File: config.mk
export PLATFORM = sky130hd
export DESIGN_NAME = sorted_key_table_top
export DESIGN_NICKNAME = d
export VERILOG_FILES = /design/src/rtl/core/sktab_pkg.sv /design/src/rtl/core/sktab_mem.sv /design/src/rtl/core/sktab_cmp.sv /design/src/rtl/core/sktab_ctrl.sv /design/src/rtl/core/sorted_key_table_top.sv
export VERILOG_INCLUDE_DIRS = /design/src /design/src/rtl/core
export SDC_FILE = /design/constraint.sdc
export NUM_CORES = 1
export LEC_CHECK = 0
export BUFFER_PORTS_ARGS = -buffer_cell sky130_fd_sc_hd__buf_4
export CAP_MARGIN = 20
export CELL_PAD_IN_SITES_DETAIL_PLACEMENT = 2
export CELL_PAD_IN_SITES_GLOBAL_PLACEMENT = 2
export CORE_UTILIZATION = 49
export DETAILED_ROUTE_END_ITERATION = 10
export PLACE_DENSITY = 0.89
export SKIP_LAST_GASP = 1
export SYNTH_ARGS = -nofsm -noshare
export SYNTH_HDL_FRONTEND = slang
export SYNTH_SLANG_ARGS = --single-unit
File: constraint.sdc
create_clock -name clk -period 11.3 [get_ports clk]
set_clock_uncertainty 0.1 [all_clocks]
set_input_delay 0.565 -clock clk [delete_from_list [all_inputs] [get_ports clk]]
set_output_delay 0.565 -clock clk [all_outputs]
set_load 0.02 [all_outputs]
File: src/rtl/core/sorted_key_table_top_assert.svh
// assertion macros used by the sequencer (sktab_ctrl)
`ifndef SORTED_KEY_TABLE_TOP_ASSERT_SVH
`define SORTED_KEY_TABLE_TOP_ASSERT_SVH

// same-cycle implication under synchronous reset
`define SKT_ASSERT_IMP(label, clk, rst, ante, cons) \
  label: assert property (@(posedge clk) disable iff (rst) (ante) |-> (cons)) \
    else $error("assertion failed");

// next-cycle implication under synchronous reset
`define SKT_ASSERT_NXT(label, clk, rst, ante, cons) \
  label: assert property (@(posedge clk) disable iff (rst) (ante) |=> (cons)) \
    else $error("assertion failed");

`endif

File: src/rtl/core/sktab_pkg.sv
package sktab_pkg;

  localparam int DATA_W       = 32;
  localparam int CAPACITY_DEF = 16;
  localparam int STATUS_W     = 3;
  localparam int OUT_IDX_W    = 5;

  typedef logic [STATUS_W-1:0] status_t;

  localparam status_t ST_FOUND     = 3'd0;
  localparam status_t ST_ABSENT    = 3'd1;
  localparam status_t ST_INSERTED  = 3'd2;
  localparam status_t ST_DUPLICATE = 3'd3;
  localparam status_t ST_FULL      = 3'd4;

  // function codes carried on the input side
  localparam logic FN_SEARCH = 1'b0;
  localparam logic FN_INSERT = 1'b1;

  typedef struct packed {
    logic signed [DATA_W-1:0] key;
    logic signed [DATA_W-1:0] id;
  } entry_t;

  // result of the shared compare unit
  typedef struct packed {
    logic eq;
    logic lt;
  } cmp_res_t;

endpackage

File: src/rtl/core/sktab_mem.sv
module sktab_mem #(
  parameter int DEPTH = 16,
  parameter int AW    = 4
) (
  input  logic              clk,
  input  logic              we,
  input  logic [AW-1:0]     waddr,
  input  sktab_pkg::entry_t wdata,
  input  logic [AW-1:0]     raddr,
  output sktab_pkg::entry_t rdata
);
  import sktab_pkg::*;

  entry_t mem [DEPTH];

  always_ff @(posedge clk) begin
    if (we) begin
      mem[waddr] <= wdata;
    end
    rdata <= mem[raddr];
  end

endmodule

File: src/rtl/core/sktab_cmp.sv
module sktab_cmp (
  input  logic signed [sktab_pkg::DATA_W-1:0] a,
  input  logic signed [sktab_pkg::DATA_W-1:0] b,
  output sktab_pkg::cmp_res_t                 res
);
  import sktab_pkg::*;

  // signed two's complement compare of a stored key against the item key
  always_comb begin
    res.eq = (a == b);
    res.lt = (a < b);
  end

endmodule

File: src/rtl/core/sktab_ctrl.sv
`include "sorted_key_table_top_assert.svh"

module sktab_ctrl #(
  parameter int CAPACITY = 16,
  parameter int AW       = 4,
  parameter int CW       = 5
) (
  input  logic                clk,
  input  logic                rst,
  input  logic                in_valid,
  output logic                in_ready,
  input  logic                func_in,
  input  sktab_pkg::entry_t   item_in,
  output logic [AW-1:0]       raddr,
  input  sktab_pkg::entry_t   rdata,
  output logic                we,
  output logic [AW-1:0]       waddr,
  output sktab_pkg::entry_t   wdata,
  output logic signed [sktab_pkg::DATA_W-1:0] cmp_a,
  output logic signed [sktab_pkg::DATA_W-1:0] cmp_b,
  input  sktab_pkg::cmp_res_t cmp_res,
  output logic                res_valid,
  input  logic                res_ready,
  output sktab_pkg::status_t  res_status,
  output logic [CW-1:0]       res_pos,
  output logic [CW-1:0]       res_count
);
  import sktab_pkg::*;

  typedef enum logic [7:0] {
    S_IDLE     = 8'b0000_0001,
    S_SCAN_RD  = 8'b0000_0010,
    S_SCAN_CMP = 8'b0000_0100,
    S_DECIDE   = 8'b0000_1000,
    S_SHIFT_RD = 8'b0001_0000,
    S_SHIFT_WR = 8'b0010_0000,
    S_PUT      = 8'b0100_0000,
    S_DONE     = 8'b1000_0000
  } state_t;

  state_t        state, state_next;
  logic [CW-1:0] used, used_next;
  logic          func_r, func_r_next;
  entry_t        item_r, item_r_next;
  logic [CW-1:0] idx, idx_next;
  logic [CW-1:0] pos, pos_next;
  logic          hit, hit_next;
  status_t       status_r, status_r_next;

  always_comb begin
    state_next    = state;
    used_next     = used;
    func_r_next   = func_r;
    item_r_next   = item_r;
    idx_next      = idx;
    pos_next      = pos;
    hit_next      = hit;
    status_r_next = status_r;
    we            = 1'b0;
    waddr         = idx[AW-1:0];
    wdata         = rdata;
    raddr         = idx[AW-1:0];
    case (state)
      S_IDLE: begin
        if (in_valid) begin
          func_r_next = func_in;
          item_r_next = item_in;
          idx_next    = '0;
          pos_next    = '0;
          hit_next    = 1'b0;
          state_next  = (used == '0) ? S_DECIDE : S_SCAN_RD;
        end
      end
      S_SCAN_RD: begin
        state_next = S_SCAN_CMP;
      end
      S_SCAN_CMP: begin
        if (cmp_res.eq) begin
          hit_next = 1'b1;
        end else if (cmp_res.lt) begin
          pos_next = pos + CW'(1);
        end
        idx_next   = idx + CW'(1);
        state_next = (idx + CW'(1) == used) ? S_DECIDE : S_SCAN_RD;
      end
      S_DECIDE: begin
        idx_next   = used;
        state_next = S_DONE;
        if (func_r == FN_SEARCH) begin
          status_r_next = hit ? ST_FOUND : ST_ABSENT;
        end else if (hit) begin
          status_r_next = ST_DUPLICATE;
        end else if (used == CW'(CAPACITY)) begin
          status_r_next = ST_FULL;
        end else begin
          status_r_next = ST_INSERTED;
          state_next    = (used == pos) ? S_PUT : S_SHIFT_RD;
        end
      end
      S_SHIFT_RD: begin
        raddr      = AW'(idx - CW'(1));
        state_next = S_SHIFT_WR;
      end
      S_SHIFT_WR: begin
        we         = 1'b1;
        idx_next   = idx - CW'(1);
        state_next = (idx - CW'(1) == pos) ? S_PUT : S_SHIFT_RD;
      end
      S_PUT: begin
        we         = 1'b1;
        waddr      = pos[AW-1:0];
        wdata      = item_r;
        used_next  = used + CW'(1);
        state_next = S_DONE;
      end
      S_DONE: begin
        if (res_ready) begin
          state_next = S_IDLE;
        end
      end
      default: begin
        state_next = S_IDLE;
      end
    endcase
  end

  always_ff @(posedge clk) begin
    if (rst) begin
      state <= S_IDLE;
      used  <= '0;
    end else begin
      state <= state_next;
      used  <= used_next;
    end
  end

  always_ff @(posedge clk) begin
    func_r   <= func_r_next;
    item_r   <= item_r_next;
    idx      <= idx_next;
    pos      <= pos_next;
    hit      <= hit_next;
    status_r <= status_r_next;
  end

  assign in_ready   = (state == S_IDLE);
  assign cmp_a      = rdata.key;
  assign cmp_b      = item_r.key;
  assign res_valid  = (state == S_DONE);
  assign res_status = status_r;
  assign res_pos    = pos;
  assign res_count  = used;

  `SKT_ASSERT_IMP(a_used_bound, clk, rst, 1'b1, used <= CW'(CAPACITY))
  `SKT_ASSERT_IMP(a_scan_in_range, clk, rst, state == S_SCAN_CMP, idx < used)
  `SKT_ASSERT_IMP(a_shift_above_pos, clk, rst, state == S_SHIFT_WR, idx > pos)
  `SKT_ASSERT_NXT(a_put_grows, clk, rst, state == S_PUT, used == $past(used) + CW'(1))

endmodule

File: src/rtl/core/sorted_key_table_top.sv
// sorted key table: up to CAPACITY entries (signed key, id) kept in ascending key order
// input channel s_*: one transfer per item, tuser = func (search or insert),
//   tdata = key and entry_id; the item is answered by exactly one result
// output channel m_*: tdata = status, index, count of entries after the item
// each item is handled by a sequencer that walks the table memory through one
//   shared compare unit, one read port and one write port
// per item, a search or a rejected insert reads and compares every entry in turn, then decides;
//   a successful insert then shifts each entry at or above index up one slot and writes the item
// throughput: one item at a time; s_tready is high only while the sequencer idles
// results land in an output register, so the next item is taken while a result
//   still waits on m_tready; a stalled receiver holds m_tdata steady and
//   halts the sequencer only when it has a further result to hand over
// reset (rst, synchronous, active high) empties the table and drops any
//   pending result; table contents need no clearing
module sorted_key_table_top #(
  parameter int CAPACITY = sktab_pkg::CAPACITY_DEF
) (
  input  logic        clk,
  input  logic        rst,
  input  logic        s_tvalid,
  output logic        s_tready,
  input  logic [63:0] s_tdata,   // key [31:0], entry_id [63:32]
  input  logic [0:0]  s_tuser,   // func [0]
  output logic        m_tvalid,
  input  logic        m_tready,
  output logic [15:0] m_tdata    // status [2:0], index [7:3], count [12:8], zero [15:13]
);
  import sktab_pkg::*;

  localparam int AW = $clog2(CAPACITY);
  localparam int CW = $clog2(CAPACITY + 1);

  // table memory port
  logic [AW-1:0] raddr;
  logic [AW-1:0] waddr;
  logic          we;
  entry_t        rdata;
  entry_t        wdata;

  // shared compare unit
  logic signed [DATA_W-1:0] cmp_a;
  logic signed [DATA_W-1:0] cmp_b;
  cmp_res_t                 cmp_res;

  // result handoff from the sequencer
  logic          res_valid;
  logic          res_ready;
  status_t       res_status;
  logic [CW-1:0] res_pos;
  logic [CW-1:0] res_count;

  entry_t item_in;

  assign item_in.key = s_tdata[31:0];
  assign item_in.id  = s_tdata[63:32];

  sktab_mem #(
    .DEPTH (CAPACITY),
    .AW    (AW)
  ) u_mem (
    .clk   (clk),
    .we    (we),
    .waddr (waddr),
    .wdata (wdata),
    .raddr (raddr),
    .rdata (rdata)
  );

  sktab_cmp u_cmp (
    .a   (cmp_a),
    .b   (cmp_b),
    .res (cmp_res)
  );

  sktab_ctrl #(
    .CAPACITY (CAPACITY),
    .AW       (AW),
    .CW       (CW)
  ) u_ctrl (
    .clk        (clk),
    .rst        (rst),
    .in_valid   (s_tvalid),
    .in_ready   (s_tready),
    .func_in    (s_tuser[0]),
    .item_in    (item_in),
    .raddr      (raddr),
    .rdata      (rdata),
    .we         (we),
    .waddr      (waddr),
    .wdata      (wdata),
    .cmp_a      (cmp_a),
    .cmp_b      (cmp_b),
    .cmp_res    (cmp_res),
    .res_valid  (res_valid),
    .res_ready  (res_ready),
    .res_status (res_status),
    .res_pos    (res_pos),
    .res_count  (res_count)
  );

  // output register is free when empty or emptied in this cycle
  assign res_ready = !m_tvalid || m_tready;

  always_ff @(posedge clk) begin
    if (rst) begin
      m_tvalid <= 1'b0;
    end else if (res_valid && res_ready) begin
      m_tvalid <= 1'b1;
    end else if (m_tready) begin
      m_tvalid <= 1'b0;
    end
  end

  // index and count are reported modulo 32
  always_ff @(posedge clk) begin
    if (res_valid && res_ready) begin
      m_tdata <= {3'b000, OUT_IDX_W'(res_count), OUT_IDX_W'(res_pos), res_status};
    end
  end

endmodule

==> impl_metrics.env, run 1 <==
export IMPL_outcome="complete, no violations"
export IMPL_drt_first_iter_violations=1760
export IMPL_yosys_most_used_dff="edfxtp_1"
export IMPL_synth_commonest_cells="edfxtp_1, mux2i_1, nand2_1"
export IMPL_gr_total_overflow=0
export IMPL_antenna_found_initial=1
export IMPL_clk_latency_ps=630
export IMPL_io_buffers=51
export IMPL_rows=85
export IMPL_tightest_slew_ps=1214
export IMPL_crit_arrival_ps=4970
export IMPL_p_leak_nw=10.92
export IMPL_area_growth_pct=13.90
export IMPL_ff_latch_area_um2=18100
export IMPL_ys_types=59
export IMPL_max_freq_mhz=217.5
export IMPL_top_usage_layer="met2"
export IMPL_post_dp_hpwl_mm=53.25
export IMPL_clkSinkCount=618
export IMPL_initial_core_util=0.5003
export IMPL_whs_ps=16.84
export IMPL_synth_avg_cell_area_um2=14.04
export IMPL_use_met2=0.6391
export IMPL_min_period_ps=4598
export IMPL_fillCellCount=4714
export IMPL_io_pins=87
export IMPL_critical_path_max_fanout=49
export IMPL_use_met3=0.05888
export IMPL_slowest_stage="or2_2"
export IMPL_vdd_ir_drop_max_mv=0.1904
export IMPL_cp_slowest_stage_delay_ps=1050
export IMPL_root_buffer="clkbuf_16"
export IMPL_ys_top_cells_by_area="edfxtp_1, mux2i_1, dfxtp_1"
export IMPL_grtUsageMet1=0.4354
export IMPL_tns_ps=0
export IMPL_clk_pin_slew_ps=70
export IMPL_cts_tree="built"
export IMPL_synth_edf_count=572
export IMPL_power_density_nw_per_um2=262.7
export IMPL_worst_slack_ps=6702
export IMPL_drv_cap=0
export IMPL_rsz0062_at_grt="false"
export IMPL_ys_seq_area_frac=0.6669
export IMPL_syn_area_um2=27130
export IMPL_final_hold_violation_count=0
export IMPL_avgViaCountPerCell=6.888
export IMPL_path_cells="buf_4 > buf_4 > or2_2 > o22ai_1 > o21ai_0 > o21ai_0 > nor3_1 > nor3_1"
export IMPL_multi_input_area_um2=8512
export IMPL_wl_mm=102.7
export IMPL_critical_path_class="reg -> reg"
export IMPL_dieWidth_um=237.3
export IMPL_fin_crit_sh=0.4069
export IMPL_drv_slew=0
export IMPL_synth_most_common_cell="edfxtp_1"
export IMPL_relSlewSlack=0.1909
export IMPL_yosys_warnings=0
export IMPL_cts_setup_buffers=0
export IMPL_wl_per_cell_um=37.28
export IMPL_antenna_left=0
export IMPL_die_h_um=237.3
export IMPL_dieArea_um2=56320
export IMPL_core_area_um2=54240
export IMPL_grt_pass1_wl_mm=147.9
export IMPL_synthArstFlopShare=0
export IMPL_yosys_area_top_type="edfxtp_1"
export IMPL_cts_buffer_depth=3
export IMPL_nets=2114
export IMPL_firstDrtPassIters=5
export IMPL_netlist_area_leader_share=0.6330
export IMPL_cp_end_kind="register"
export IMPL_grt_use_total=0.3676
export IMPL_drive_gt1_frac=0.1403
export IMPL_cts_buffers=69
export IMPL_min_path_cells=1
export IMPL_setup_viol=0
export IMPL_htree_num_levels=3
export IMPL_min_path_type="in -> reg"
export IMPL_drcViolationCount=0
export IMPL_ys_ff_latch=618
export IMPL_dp_slack_ps=7063
export IMPL_vias=18984
export IMPL_grt_pass1_vias=21101
export IMPL_grt_max_degree=143
export IMPL_cp_buffers_inverters=2
export IMPL_crit_required_ps=11680
export IMPL_diodes=0
export IMPL_reg2reg_depth=8
export IMPL_crit_family="simple AND/OR/NAND/NOR gates"
export IMPL_gp_congestion=0.7873
export IMPL_crit_cells=8
export IMPL_synth_cells=1932
export IMPL_startpoint_type="register"
through the flow:
| step | std cells | power, mW | area [um2] | utilization |
|---|---|---|---|---|
| after floorplan | 1934 | 4.654 | 27140 | - |
| after CTS | 2753 | 8.068 | 30880 | 0.5694 |
| after detailed placement | 2617 | 5.681 | 28570 | 0.5267 |
| final | 2756 | 8.118 | 30910 | 0.5698 |
| after global routing | 2756 | 8.299 | 30910 | 0.5698 |
| after global placement | 2616 | 5.381 | 28560 | 0.5266 |
worst paths after layout:
path / startpoint / endpoint / slack [ps]
max: u_ctrl.idx[3] / u_mem.rdata[37] / 6700
min reg2reg: u_ctrl.res_status[2] / m_tdata[2] / 330
min: s_tdata[15] / u_ctrl.cmp_b[15] / 20
max reg2reg: u_ctrl.idx[3] / u_mem.rdata[37] / 6700
logic make-up after synthesis:
logic type                 after synthesis  share of synthesized area
DFF                                    618                     0.6669
and+or+nand+nor                        395                    0.06539
AOI/OAI and AO/OA                      349                    0.08886
muxes                                  321                     0.1212
buffers and inverters                  176                    0.02771
adders and majority gates               38                    0.01752
xor gates and xnor gates                34                    0.01222
other                                    1                  0.0001382
flip-flops by register name, indices dropped and copies added, names as in the netlist:
name and flops:
u_ctrl.func_r 1, u_ctrl.cmp_b 32, m_tdata 13, u_ctrl.state 8, u_ctrl.res_status 3, u_ctrl.hit 1
u_mem.rdata 32, u_ctrl.res_pos 5, m_tvalid 1, u_ctrl.idx 5, u_ctrl.res_count 5, u_mem.mem 512
layout by cell type (no fill, tap or decap), drive strengths merged, types with 12 or more instances in the layout:
cell	Yosys	routed
nor3	74	74
clkinv	1	18
o22ai	34	34
clkbuf	84	100
nand3	17	17
a221oi	64	64
nand4	12	12
mux2i	287	287
inv	42	45
o21ai	108	108
dlygate4sd3	0	12
edfxtp	572	572
nand2	181	181
buf	49	123
a32o	62	62
nor2	69	69
ha	38	38
xnor2	14	14
a21oi	55	55
mux2	31	31
dfxtp	46	46
xor2	20	20
report_power, final:
| part | switching, mW | internal, mW | leakage, nW | total [mW] |
|---|---|---|---|---|
| clock | 0.987 | 1.28 | 1.08 | 2.27 |
| combinational | 1.96 | 0.858 | 4.30 | 2.81 |
| sequential | 0.113 | 2.92 | 5.54 | 3.03 |
timing repair:
item                      in CTS  in global routing
hold endpoints to repair      12                  0
resized for setup              0                  0
hold buffers                  12                  0
worst reg2reg max path: stages (launching register included):
cell	delay, ps
edfxtp_1	320
buf_4	600
buf_4	890
or2_2	1110
o22ai_1	310
o21ai_0	300
o21ai_0	170
nor3_1	460
nor3_1	170
layer usage:
layer,part of all wire,vias to the layer above
li1,-,7636
met1,0.37,9908
met2,0.51,1046
met3,0.065,392
met4,0.058,2
met5,0.00013,-
cell type report:
| class | instances | share of cell area |
|---|---|---|
| Clock buffer | 100 | 0.06494 |
| Multi-Input combinational cell | 1140 | 0.2754 |
| Sequential cell | 618 | 0.5856 |
| Clock inverter | 24 | 0.006113 |
| Timing Repair Buffer | 135 | 0.03457 |
| Inverter | 43 | 0.005222 |
| Tap cell | 696 | 0.02818 |
Note: power is estimated with default switching activity, not from simulation.
==> run 2: changes to the inputs <==
--- a/config.mk
+++ b/config.mk
@@ -10,9 +10,9 @@
 export CAP_MARGIN = 20
 export CELL_PAD_IN_SITES_DETAIL_PLACEMENT = 2
 export CELL_PAD_IN_SITES_GLOBAL_PLACEMENT = 2
-export CORE_UTILIZATION = 49
+export CORE_UTILIZATION = 45
 export DETAILED_ROUTE_END_ITERATION = 10
-export PLACE_DENSITY = 0.89
+export PLACE_DENSITY = 0.83
 export SKIP_LAST_GASP = 1
 export SYNTH_ARGS = -nofsm -noshare
 export SYNTH_HDL_FRONTEND = slang
==> constraint.sdc (replaced) <==
create_clock -name clk -period 4.45 [get_ports clk]
set_clock_uncertainty 0.1 [all_clocks]
set_input_delay 0.2225 -clock clk [delete_from_list [all_inputs] [get_ports clk]]
set_output_delay 0.2225 -clock clk [all_outputs]
set_load 0.02 [all_outputs]
==> run 2 against run 1 <==
Effect of this change:
- the run now ends with design-rule violations left
- first-iteration DRC count down 18%
- die area up 8.8%
- final cell count up 4.7%
- sequential cell count unchanged
- count of clock-buffer cells in the layout down 3
- combinational power rose to 2.5 times the previous value
- non-clock buffer count up 50
- setup slack worse by 5800 ps
- register-to-register slack worse by 5800 ps
- sequential power rose to 2.5 times the previous value
- hold slack better by 190 ps
==> impl_metrics.env, run 2 (same netlist as run 1, synthesis figures left out) <==
export IMPL_crit_required_ps=4590
export IMPL_r2r_start="u_ctrl.state[0]"
export IMPL_cts_tree="built"
export IMPL_drv_slew=0
export IMPL_drv_cap=0
export IMPL_fin_crit_sh=0.8080
export IMPL_gr_total_overflow=0
export IMPL_crit_arrival_ps=3740
export IMPL_power_density_nw_per_um2=643.3
export IMPL_largest_reg_flops=512
export IMPL_crit_end="u_mem.mem[8][49]"
export IMPL_cp_startpoint="u_ctrl.state[0]"
export IMPL_initial_core_util=0.4572
export IMPL_grt_pass1_vias=20603
export IMPL_min_path_type="in -> reg"
export IMPL_final_cell_mix="edfxtp_1, mux2i_1, nand2_1"
export IMPL_p_int_mw=12.69
export IMPL_critical_path_class="reg -> reg"
export IMPL_drive_gt1_frac=0.1439
export IMPL_die_h_um=247.6
export IMPL_wl_mm=96.21
export IMPL_p_clk_frac=0.268
export IMPL_rsz0062_at_grt="false"
export IMPL_max_freq_mhz=278.1
export IMPL_htree_num_levels=3
export IMPL_fillCellCount=5333
export IMPL_grt_use_total=0.3169
export IMPL_drt_first_iter_violations=1441
export IMPL_gp_congestion=0.8640
export IMPL_post_route_util=0.5308
export IMPL_cp_end_kind="register"
export IMPL_regMostFlops="u_mem.mem"
export IMPL_clkSinkCount=618
export IMPL_setup_viol=0
export IMPL_grt_pass1_wl_mm=139.6
export IMPL_p_switching_mw=7.582
export IMPL_final_common_cell="edfxtp_1"
export IMPL_combinationalPowerShare=0.351
export IMPL_firstDrtPassIters=10
export IMPL_p_seq_frac=0.380
export IMPL_cts_buffers=69
export IMPL_nets=2164
export IMPL_outcome="finished, violations left"
export IMPL_min_period_ps=3596
export IMPL_io_buffers=51
export IMPL_worstReg2RegEnd="u_mem.mem[8][49]"
export IMPL_post_dp_hpwl_mm=55.65
export IMPL_dieWidth_um=247.6
export IMPL_p_leak_nw=11.13
export IMPL_critical_path_max_fanout=25
export IMPL_cts_resized=0
export IMPL_avgViaCountPerCell=6.403
export IMPL_dieArea_um2=61290
export IMPL_grt_max_degree=112
export IMPL_antenna_left=0
export IMPL_tightest_slew_ps=1080
export IMPL_clk_latency_ps=630
export IMPL_clk_pin_slew_ps=60
export IMPL_area_growth_pct=16.10
export IMPL_vdd_ir_drop_max_mv=0.4384
export IMPL_vias=18472
export IMPL_final_hold_violation_count=0
export IMPL_diodes=0
export IMPL_core_area_um2=59350
export IMPL_tns_ps=0
export IMPL_cts_buffer_depth=3
export IMPL_timing_reg2reg_setup_slack_ps=850
export IMPL_rows=89
export IMPL_antenna_found_initial=0
export IMPL_startpoint_type="register"
export IMPL_switching_share=0.3741
export IMPL_root_buffer="clkbuf_16"
export IMPL_drcViolationCount=2
export IMPL_reg2reg_depth=6
export IMPL_violations="design-rule violations"
export IMPL_io_pins=87
export IMPL_multi_input_area_um2=8514
export IMPL_ff_latch_area_um2=18100
export IMPL_relSlewSlack=0.2768
export IMPL_wl_per_cell_um=33.35
[run 2: changes by cell type in the layout (fill, tap and decap cells not counted), sizes merged]
cell / previous run / this run
inv: 45 / 46
buf: 123 / 149
clkbuf: 100 / 97
dlygate4sd3: 12 / 36
clkinvlp: 2 / 0
clkinv: 18 / 26
bufinv: 2 / 0
[run 2: worst min-delay path by stage]
stage	start	endpoint	slack (ps)	depth (start not counted)
finish	s_tdata[9]	u_ctrl.cmp_b[9]	210	2
global placement	s_tdata[18]	u_ctrl.cmp_b[18]	300	1
floorplan	s_tdata[0]	u_ctrl.cmp_b[0]	220	0
CTS	s_tdata[11]	u_ctrl.cmp_b[11]	190	2
detailed placement	s_tdata[24]	u_ctrl.cmp_b[24]	300	1
global route	s_tdata[9]	u_ctrl.cmp_b[9]	210	2
[run 2: what timing repair did]
action	4_1_cts	5_1_grt
endpoints found under the hold margin	46	0
hold buffers	36	0
setup buffers	0	0
[run 2: layout make-up]
type / count / area share
tap: 773 / 0.03070
clock buffer: 97 / 0.05977
sequential: 618 / 0.5745
timing repair buffer: 185 / 0.05330
clock inverter: 29 / 0.006355
inverter: 43 / 0.005124
multi-input combinational: 1140 / 0.2703
[run 2: metal layers]
metal  vias up  share of wire  global-route usage
met5         -              0                   0
met4         0          0.043              0.1393
met3       241          0.060             0.05428
met2       780           0.51              0.5557
met1      9713           0.39              0.3822
li1       7738              -                   -
[run 2: critical path: stages, from the launching register on]
cell	delay [ps]
dfxtp_1	370
or4_1	600
nor3_1	310
and3b_1	380
a32oi_1	320
nor2_4	520
buf_4	580
[run 2: power groups by stage]
stage,clock [mW],combinational (mW),sequential (mW)
2_1_floorplan,0,4.15,7.67
5_1_grt,5.68,7.40,7.74
4_1_cts,5.47,7.00,7.71
3_3_place_gp,0,6.25,7.77
6_report,5.44,7.12,7.71
3_5_place_dp,0,6.79,7.81
[run 2: stage by stage]
stage | power [mW] | hold slack [ps] | setup WS (ps) | cell area, um2 | std cells
2_1_floorplan | 11.82 | 221.4 | 782.2 | 27140 | 1934
3_3_place_gp | 14.02 | 301.8 | 1045 | 29040 | 2721
3_5_place_dp | 14.60 | 302.1 | 918.6 | 29050 | 2722
4_1_cts | 20.18 | 186.6 | 843.0 | 31500 | 2884
5_1_grt | 20.82 | 205.1 | 779.5 | 31500 | 2885
6_report | 20.27 | 208.3 | 854.4 | 31500 | 2885
